### config.mk
export PLATFORM = sky130hd
export DESIGN_NAME = ipv4_header_classifier_top
export DESIGN_NICKNAME = d
export VERILOG_FILES = /design/src/design/ihc_pkg.sv /design/src/design/ihc_capture.sv /design/src/design/ihc_classify.sv /design/src/design/ipv4_header_classifier_top.sv
export SDC_FILE = /design/constraint.sdc
export NUM_CORES = 1
export LEC_CHECK = 0
export CAP_MARGIN = 5
export CELL_PAD_IN_SITES_DETAIL_PLACEMENT = 0
export CELL_PAD_IN_SITES_GLOBAL_PLACEMENT = 1
export CORE_MARGIN = 5
export CORE_UTILIZATION = 45
export CTS_CLUSTER_SIZE = 24
export DETAILED_ROUTE_END_ITERATION = 8
export DONT_BUFFER_PORTS = 1
export GPL_TIMING_DRIVEN = 0
export PLACE_DENSITY_LB_ADDON = 0.2
export SLEW_MARGIN = 30
export SYNTH_ARGS = -nofsm -noshare
export SYNTH_HDL_FRONTEND = slang
export SYNTH_SLANG_ARGS = --single-unit
### constraint.sdc
create_clock -name i_clk -period 14.5 [get_ports i_clk]
set_input_delay 1.45 -clock i_clk [delete_from_list [all_inputs] [get_ports i_clk]]
set_output_delay 1.45 -clock i_clk [all_outputs]
set_load 0.01 [all_outputs]
### src/design/ihc_pkg.sv
package ihc_pkg;

    // Longest frame that is counted; the byte counter stops here.
    localparam int FRAME_MAX = 65536;
    localparam int POS_W     = $clog2(FRAME_MAX + 1);

    // Frame layout
    localparam int ETH_HDR_LEN  = 14;
    localparam int OFF_PROTO    = 23;
    localparam int OFF_SRC_ADDR = 26;
    localparam int OFF_DST_ADDR = 30;
    localparam int MIN_KEEP_LEN = 34;
    localparam int TCP_HDR_LEN  = 20;
    localparam int UDP_HDR_LEN  = 8;

    localparam logic [3:0] VERSION_IPV4 = 4'd4;

    // IPv4 protocol numbers
    localparam logic [7:0] PROTO_ICMP = 8'd1;
    localparam logic [7:0] PROTO_IGMP = 8'd2;
    localparam logic [7:0] PROTO_TCP  = 8'd6;
    localparam logic [7:0] PROTO_UDP  = 8'd17;
    localparam logic [7:0] PROTO_IPV6 = 8'd41;
    localparam logic [7:0] PROTO_OSPF = 8'd89;

    // Protocol class codes
    localparam logic [2:0] CLASS_TCP   = 3'd0;
    localparam logic [2:0] CLASS_UDP   = 3'd1;
    localparam logic [2:0] CLASS_ICMP  = 3'd2;
    localparam logic [2:0] CLASS_IGMP  = 3'd3;
    localparam logic [2:0] CLASS_IPV6  = 3'd4;
    localparam logic [2:0] CLASS_OSPF  = 3'd5;
    localparam logic [2:0] CLASS_OTHER = 3'd6;

    localparam logic [4:0] SVC_UNKNOWN = 5'd0;
    localparam int         SVC_COUNT   = 19;
    localparam logic [4:0] SVC_MAX     = 5'(SVC_COUNT);

    localparam logic [15:0] SVC_PORTS [SVC_COUNT] = '{
        16'd20, 16'd21, 16'd22, 16'd23, 16'd25, 16'd53, 16'd67, 16'd68, 16'd80,
        16'd110, 16'd123, 16'd143, 16'd443, 16'd445, 16'd587, 16'd993,
        16'd3306, 16'd3389, 16'd5432
    };

    typedef logic [POS_W-1:0] t_pos;

    typedef struct packed {
        logic [7:0] data_byte;
        logic       last_byte;
    } t_in_item;

    typedef struct packed {
        logic        recorded;
        logic [31:0] source_address;
        logic [31:0] dest_address;
        logic [2:0]  proto_class;
        logic [7:0]  proto_number;
        logic [15:0] source_port;
        logic [15:0] dest_port;
        logic [4:0]  service_code;
        logic [16:0] frame_length;
    } t_out_item;

    // Everything captured from one frame, taken on its last byte
    typedef struct packed {
        t_pos        len;
        logic [7:0]  vbyte;
        logic [7:0]  proto;
        logic [31:0] src_addr;
        logic [31:0] dst_addr;
        logic [15:0] src_port;
        logic [15:0] dst_port;
    } t_summary;

    // Table index (1-based) of a well-known port, zero when not listed
    function automatic logic [4:0] svc_lookup(input logic [15:0] port);
        logic [4:0] code;
        code = SVC_UNKNOWN;
        for (int k = SVC_COUNT - 1; k >= 0; k--) begin
            if (SVC_PORTS[k] == port) begin
                code = 5'(k + 1);
            end
        end
        return code;
    endfunction

endpackage

### src/design/ihc_capture.sv
module ihc_capture
    import ihc_pkg::*;
(
    input  logic     i_clk,
    input  logic     i_rst_n,
    input  logic     i_accept,
    input  t_in_item i_item,
    output t_summary o_summary
);

    t_pos        r_pos,      n_pos;
    logic [7:0]  r_vbyte,    n_vbyte;
    logic [7:0]  r_proto,    n_proto;
    logic [31:0] r_src_addr, n_src_addr;
    logic [31:0] r_dst_addr, n_dst_addr;
    logic [15:0] r_src_port, n_src_port;
    logic [15:0] r_dst_port, n_dst_port;
    logic [6:0]  port_off;
    logic [7:0]  b;

    assign b = i_item.data_byte;

    always_comb begin
        n_pos      = r_pos;
        n_vbyte    = r_vbyte;
        n_proto    = r_proto;
        n_src_addr = r_src_addr;
        n_dst_addr = r_dst_addr;
        n_src_port = r_src_port;
        n_dst_port = r_dst_port;
        port_off   = 7'(ETH_HDR_LEN) + {1'b0, r_vbyte[3:0], 2'b00};
        if (r_pos < t_pos'(FRAME_MAX)) begin
            if (r_pos == t_pos'(ETH_HDR_LEN)) begin
                n_vbyte = b;
            end
            // port offset follows the header length just taken
            port_off = 7'(ETH_HDR_LEN) + {1'b0, n_vbyte[3:0], 2'b00};
            if (r_pos == t_pos'(OFF_PROTO)) begin
                n_proto = b;
            end
            for (int k = 0; k < 4; k++) begin
                if (r_pos == t_pos'(OFF_SRC_ADDR + k)) begin
                    n_src_addr[8*(3-k) +: 8] = b;
                end
                if (r_pos == t_pos'(OFF_DST_ADDR + k)) begin
                    n_dst_addr[8*(3-k) +: 8] = b;
                end
            end
            if (r_pos == t_pos'(port_off)) begin
                n_src_port[15:8] = b;
            end
            if (r_pos == t_pos'(port_off + 7'd1)) begin
                n_src_port[7:0] = b;
            end
            if (r_pos == t_pos'(port_off + 7'd2)) begin
                n_dst_port[15:8] = b;
            end
            if (r_pos == t_pos'(port_off + 7'd3)) begin
                n_dst_port[7:0] = b;
            end
            n_pos = r_pos + t_pos'(1);
        end
    end

    assign o_summary = '{
        len:      n_pos,
        vbyte:    n_vbyte,
        proto:    n_proto,
        src_addr: n_src_addr,
        dst_addr: n_dst_addr,
        src_port: n_src_port,
        dst_port: n_dst_port
    };

    always_ff @(posedge i_clk) begin
        if (!i_rst_n || (i_accept && i_item.last_byte)) begin
            r_pos      <= '0;
            r_vbyte    <= '0;
            r_proto    <= '0;
            r_src_addr <= '0;
            r_dst_addr <= '0;
            r_src_port <= '0;
            r_dst_port <= '0;
        end else if (i_accept) begin
            r_pos      <= n_pos;
            r_vbyte    <= n_vbyte;
            r_proto    <= n_proto;
            r_src_addr <= n_src_addr;
            r_dst_addr <= n_dst_addr;
            r_src_port <= n_src_port;
            r_dst_port <= n_dst_port;
        end
    end

    a_pos_bounded: assert property (@(posedge i_clk) disable iff (!i_rst_n)
        r_pos <= t_pos'(FRAME_MAX))
        else $error("byte counter ran past the frame limit");

    a_clear_after_last: assert property (@(posedge i_clk) disable iff (!i_rst_n)
        i_accept && i_item.last_byte |=> r_pos == '0 && r_vbyte == '0)
        else $error("capture state not cleared after last byte");

    a_count_step: assert property (@(posedge i_clk) disable iff (!i_rst_n)
        i_accept && !i_item.last_byte && r_pos < t_pos'(FRAME_MAX)
        |=> r_pos == $past(r_pos) + t_pos'(1))
        else $error("byte counter did not advance");

endmodule

### src/design/ihc_classify.sv
module ihc_classify
    import ihc_pkg::*;
(
    input  t_summary  i_summary,
    output t_out_item o_record
);

    logic [6:0]  port_off;
    logic        keep;
    logic        tcp_ok;
    logic        udp_ok;
    logic [2:0]  cls;
    logic [15:0] sp;
    logic [15:0] dp;
    logic [4:0]  svc_dst;
    logic [4:0]  svc;

    assign port_off = 7'(ETH_HDR_LEN) + {1'b0, i_summary.vbyte[3:0], 2'b00};
    assign keep     = (i_summary.vbyte[7:4] == VERSION_IPV4)
                   && (i_summary.len >= t_pos'(MIN_KEEP_LEN));
    assign tcp_ok   = (i_summary.proto == PROTO_TCP)
                   && (i_summary.len >= t_pos'(port_off + 7'(TCP_HDR_LEN)));
    assign udp_ok   = (i_summary.proto == PROTO_UDP)
                   && (i_summary.len >= t_pos'(port_off + 7'(UDP_HDR_LEN)));

    always_comb begin
        sp = '0;
        dp = '0;
        if (tcp_ok) begin
            cls = CLASS_TCP;
            sp  = i_summary.src_port;
            dp  = i_summary.dst_port;
        end else if (udp_ok) begin
            cls = CLASS_UDP;
            sp  = i_summary.src_port;
            dp  = i_summary.dst_port;
        end else begin
            case (i_summary.proto)
                PROTO_ICMP: cls = CLASS_ICMP;
                PROTO_IGMP: cls = CLASS_IGMP;
                PROTO_IPV6: cls = CLASS_IPV6;
                PROTO_OSPF: cls = CLASS_OSPF;
                default:    cls = CLASS_OTHER;
            endcase
        end
    end

    // Destination port wins; fall back to the source port
    assign svc_dst = svc_lookup(dp);
    assign svc     = (svc_dst != SVC_UNKNOWN) ? svc_dst : svc_lookup(sp);

    always_comb begin
        o_record              = '0;
        o_record.frame_length = 17'(i_summary.len);
        if (keep) begin
            o_record.recorded       = 1'b1;
            o_record.source_address = i_summary.src_addr;
            o_record.dest_address   = i_summary.dst_addr;
            o_record.proto_class    = cls;
            o_record.proto_number   = i_summary.proto;
            o_record.source_port    = sp;
            o_record.dest_port      = dp;
            o_record.service_code   = svc;
        end
    end

endmodule

### src/design/ipv4_header_classifier_top.sv
// IPv4 header classifier. Feed an Ethernet frame one byte per item, in wire
// order, with last_byte set on its final byte; a new byte may be accepted in
// every cycle while input ready is high. The block picks out the IPv4
// version/IHL byte (offset 14), the protocol byte (offset 23), source and
// destination addresses (offsets 26-33) and the TCP/UDP ports just after the
// IPv4 header. For each frame it returns exactly one record, which passes
// through the summary register and then the result register before it is
// presented on the output; output stalls push it back. The record carries a
// recorded flag (IPv4 and at least 34 bytes; all fields but frame_length are
// zero otherwise), a protocol class, the ports (zero unless the frame is long
// enough to hold the TCP or UDP header), a well-known service code and the
// byte count, which saturates at FRAME_MAX. Throughput is one byte per cycle
// while input ready is high. Input ready drops only when the summary and
// result registers both hold records that the output side has not taken.
module ipv4_header_classifier_top
    import ihc_pkg::*;
(
    input  logic      i_clk,
    input  logic      i_rst_n,
    input  logic      i_in_valid,
    output logic      o_in_ready,
    input  t_in_item  i_in_item,
    output logic      o_out_valid,
    input  logic      i_out_ready,
    output t_out_item o_out_item
);

    logic      in_accept;
    logic      out_advance;
    t_summary  cap_summary;
    t_out_item cls_record;

    // Summary stage: the frame's capture, frozen on its last byte
    logic      r_sum_valid;
    t_summary  r_sum;

    // Result stage: the finished record waiting for the consumer
    logic      r_out_valid;
    t_out_item r_out;

    // The result register frees up when empty or being taken this cycle;
    // the summary register then frees up behind it.
    assign out_advance = !r_out_valid || i_out_ready;
    assign o_in_ready  = !r_sum_valid || out_advance;
    assign in_accept   = i_in_valid && o_in_ready;

    ihc_capture u_capture (
        .i_clk     (i_clk),
        .i_rst_n   (i_rst_n),
        .i_accept  (in_accept),
        .i_item    (i_in_item),
        .o_summary (cap_summary)
    );

    ihc_classify u_classify (
        .i_summary (r_sum),
        .o_record  (cls_record)
    );

    // Control: summary moves on input ready, result on a free result register
    always_ff @(posedge i_clk) begin
        if (!i_rst_n) begin
            r_sum_valid <= 1'b0;
            r_out_valid <= 1'b0;
        end else begin
            if (o_in_ready) begin
                r_sum_valid <= in_accept && i_in_item.last_byte;
            end
            if (out_advance) begin
                r_out_valid <= r_sum_valid;
            end
        end
    end

    // Payload: load on the last byte and on a stage move, hold otherwise
    always_ff @(posedge i_clk) begin
        if (in_accept && i_in_item.last_byte) begin
            r_sum <= cap_summary;
        end
        if (out_advance && r_sum_valid) begin
            r_out <= cls_record;
        end
    end

    assign o_out_valid = r_out_valid;
    assign o_out_item  = r_out;

    a_sum_from_last: assert property (@(posedge i_clk) disable iff (!i_rst_n)
        $rose(r_sum_valid) |-> $past(in_accept && i_in_item.last_byte))
        else $error("summary appeared without a last byte");

    a_dropped_zero: assert property (@(posedge i_clk) disable iff (!i_rst_n)
        o_out_valid && !o_out_item.recorded |->
            o_out_item.source_address == '0 && o_out_item.dest_address == '0 &&
            o_out_item.proto_number == '0 && o_out_item.service_code == '0)
        else $error("discarded record carries nonzero fields");

    a_ports_only_tcp_udp: assert property (@(posedge i_clk) disable iff (!i_rst_n)
        o_out_valid && o_out_item.proto_class != CLASS_TCP &&
        o_out_item.proto_class != CLASS_UDP |->
            o_out_item.source_port == '0 && o_out_item.dest_port == '0)
        else $error("ports reported for a non TCP/UDP record");

    a_svc_range: assert property (@(posedge i_clk) disable iff (!i_rst_n)
        o_out_valid |-> o_out_item.service_code <= SVC_MAX &&
            o_out_item.proto_class <= CLASS_OTHER)
        else $error("service code or class out of range");

endmodule
==> metrics.csv <==
stage,metric,value,unit
detailed_routing,routed wire length,42000,microns
place,IO buf count,0,
synthesis,"FF+latch count, synth",390,
synthesis,synth top area cells,"edfxtp_1 45%, dfxtp_1 15%, mux2_2 5.2%, and2_1 3.9%, nand2_1 3.5%",
finish,layout cell share with drive strength beyond 1,0.117,
critical_path,R2R depth,18,
critical_path,worst-path maximum fanout,10,
place,Cells after DPL,1950,
cts,"Clk Latency, worst-skew pair",0.57,ns
sta,Slew Limit Fails,0,
critical_path,Setup crit start kind,flop,
critical_path,Worst Setup End Kind,flop,
sta,minimum clock period after layout,4.67,ns
sta,final hold vios,0,
power_and_ir_drop,Leak Pwr,0.00750,uW
die,die width,206,microns
critical_path,r2r setup slk,9.83,ns
cts,H-Tree Depth,2,
critical_path,CP max-delay cell,edfxtp_1,
die,die height,206,microns
synthesis,syn nets,1468,
critical_path,CP Class,flop to flop,
die,I/O pin total,145,
detailed_routing,Antenna Nets Post-Route,0,
critical_path,CP Launch Point,r_sum[104],
critical_path,reg2reg start,r_sum[104],
critical_path,"Critical Path, Cell by Cell",inv_1 -> ha_1 -> clkbuf_1 -> xor2_1 -> ha_1 -> a21oi_1 -> o32ai_1 -> a22oi_1 -> xnor2_1 -> ha_1 -> a21o_1 -> a211oi_1 -> a21oi_1 -> nor2b_1 -> nor2b_1 -> clkbuf_1 -> clkbuf_1 -> and2_1,
die,row count,71,
power_and_ir_drop,peak supply drop,68.5,uV
synthesis,synth warn,0,
finish,synth-to-layout area growth,13.1,%
critical_path,CP Data Required Time,14.82,ns
sta,Slew @ Worst Pin,0.935,ns
synthesis,sequential share of the synthesized area,0.602,
sta,final setup TNS,0,ns
critical_path,"Buf+Inv Stages, Crit Path",4,
finish,Layout Nets,1519,
detailed_routing,Vias,11100,
status,status,completed,
synthesis,Post-synth EDFFs,259,
synthesis,share of the synthesized area in the top cell type,0.450,
cts,post-CTS setup buffers,0,
cts,maximum clock path buffer count,3,
critical_path,Setup crit end,o_out_item[52],
sta,Final period util,0.322,
grt,initial antenna violation count,0,
detailed_routing,Remaining DRCs,0,
die,Initial Util,0.457,
cts,post-cts sizing count,0,
finish,Inserted Diodes,0,
power_and_ir_drop,PD cells,125,nW/um^2
grt,all-layer global routing usage,0.197,
cts,total CTS buffers,42,
grt,first-pass GRT wire length,64500,microns
place,pre-CTS setup slack,9.27,ns
critical_path,instance count on the critical path,18,
sta,slack of the critical path,9.83,ns
place,gpl congestion,0.866,
critical_path,FF-to-FF End,o_out_item[52],
cts,CTS clock-pin slew for the worst setup and hold paths,0.06,ns
finish,number of fillers in the final layout,3337,
cts,clk root buf,clkbuf_16,
synthesis,synthesized area per cell,12.1,sq um
place,HPWL after DPL,28800,microns
synthesis,Post-Syn Area,17300,sq um
job,maxcap violations,0,
critical_path,crit-path max cell delay,0.46,ns
detailed_routing,drt pass-1 iters,5,
grt,largest net degree at the start of global routing,67,
grt,vias in the first global route,10700,
sta,final setup fails,0,
synthesis,ys async rst share,0,
detailed_routing,initial detailed-routing violation count,699,
sta,RSZ-0062 raised after global routing,no,
cts,cts-stage hold buffer count,0,
power_and_ir_drop,Pwr Total,2440,uW
grt,gr ovfl total,0,
detailed_routing,via density per instance,5.46,
sta,Slew headroom,0.377,
die,Core Area,37800,sq um
synthesis,synthesized instance count,1432,
finish,"commonest non-fill, non-tap cell in the layout",edfxtp_1,
cts,Clock Sinks,390,
sta,Clock Skew,0.0185,ns
cts,TritonCTS clock tree,done,
finish,most frequent cells in the layout,"259 x edfxtp_1, 159 x nand2_1, 131 x dfxtp_1, 109 x and2_1, 86 x nor2_1",
synthesis,largest area contributor in the netlist,edfxtp_1,
synthesis,Main synth FF type,edfxtp_1,
finish,"Cell Count, Final, Fillers Out",2028,
hold_path,Worst Hold Class,flop to flop,
critical_path,"delay-heaviest family, CP",buffers and inverters,
critical_path,CP Data Arrival Time,4.98,ns
die,Die ar.,42400,sq um
detailed_routing,WL/cell,20.7,microns
synthesis,post-synth cell types,74,
sta,Max Fclk,214,MHz
## worst min path at each step
stage                    start            end  depth (start not counted)
finish              r_sum[112]  o_out_item[0]                          0
global route        r_sum[112]  o_out_item[0]                          0
CTS                 r_sum[112]  o_out_item[0]                          0
detailed placement  r_sum[112]  o_out_item[0]                          0
global placement    r_sum[112]  o_out_item[0]                          0
floorplan           r_sum[112]  o_out_item[0]                          0
## cell usage after synthesis (16+ instances only)
| cell | instances |
|---|---|
| nand3_1 | 23 |
| a21oi_1 | 60 |
| mux2i_1 | 33 |
| xor2_1 | 22 |
| edfxtp_1 | 259 |
| mux2_1 | 25 |
| o211a_1 | 33 |
| ha_1 | 23 |
| and2_1 | 109 |
| xnor2_1 | 21 |
| mux2_2 | 80 |
| nor2_1 | 86 |
| nor2b_1 | 20 |
| dfxtp_1 | 131 |
| o21ai_0 | 16 |
| clkbuf_1 | 71 |
| nor3_1 | 25 |
| nand2_1 | 159 |
| nand2b_1 | 43 |
| nand4_1 | 18 |
## flip-flops by register name (all words and copies together) (netlist names)
| name | count |
|---|---|
| u_capture.r_vbyte | 8 |
| o_out_item | 130 |
| u_capture.r_src_port | 16 |
| u_capture.r_proto | 8 |
| r_sum_valid | 1 |
| r_sum | 129 |
| u_capture.r_src_addr | 32 |
| u_capture.r_dst_port | 16 |
| u_capture.r_dst_addr | 32 |
| o_out_valid | 1 |
| u_capture.r_pos | 17 |
## per-stage QoR
stage | util | cell area (sq um) | hold slack (ns)
2_1_floorplan | - | 17300 | 0.400
3_3_place_gp | 0.474 | 17900 | 0.410
3_5_place_dp | 0.480 | 18100 | 0.421
4_1_cts | 0.517 | 19500 | 0.437
5_1_grt | 0.517 | 19500 | 0.450
6_report | 0.517 | 19500 | 0.430
## cell type report
cell class,instances,area [sq um],area share
Buffer,85,334,0.0171
Inverter,15,63.8,0.00327
Tap cell,511,639,0.0327
Clock inverter,17,175,0.00897
Multi-Input combinational cell,942,6490,0.332
Clock buffer,61,1250,0.0639
Timing Repair Buffer,7,180,0.00923
Sequential cell,390,10400,0.533
## logic make-up (layout without fill, tap and decap cells)
logic type / after synthesis / count (layout) / synth area share
compound gates: 162 / 162 / 0.0661
xor+xnor: 44 / 44 / 0.0228
fa+ha+maj: 23 / 23 / 0.0167
buf+inv: 100 / 185 / 0.0226
flops: 390 / 390 / 0.602
mux: 139 / 139 / 0.0884
simple gates: 574 / 574 / 0.181
## metal layers
layer / vias to the layer above / part of all wire / track usage
met1: 5462 / 0.47 / 0.282
met5: - / 0 / 0
met2: 272 / 0.46 / 0.311
li1: 5291 / - / -
met3: 58 / 0.052 / 0.0421
met4: 0 / 0.014 / 0.0406
## power by group
group	leakage (uW)	total (uW)	internal, uW	switching [uW]
Sequential	0.00355	1230	1210	21.5
Combinational	0.00325	115	38.6	76.4
Clock	0.000696	1090	654	440
(Power assumes the default switching activity.)
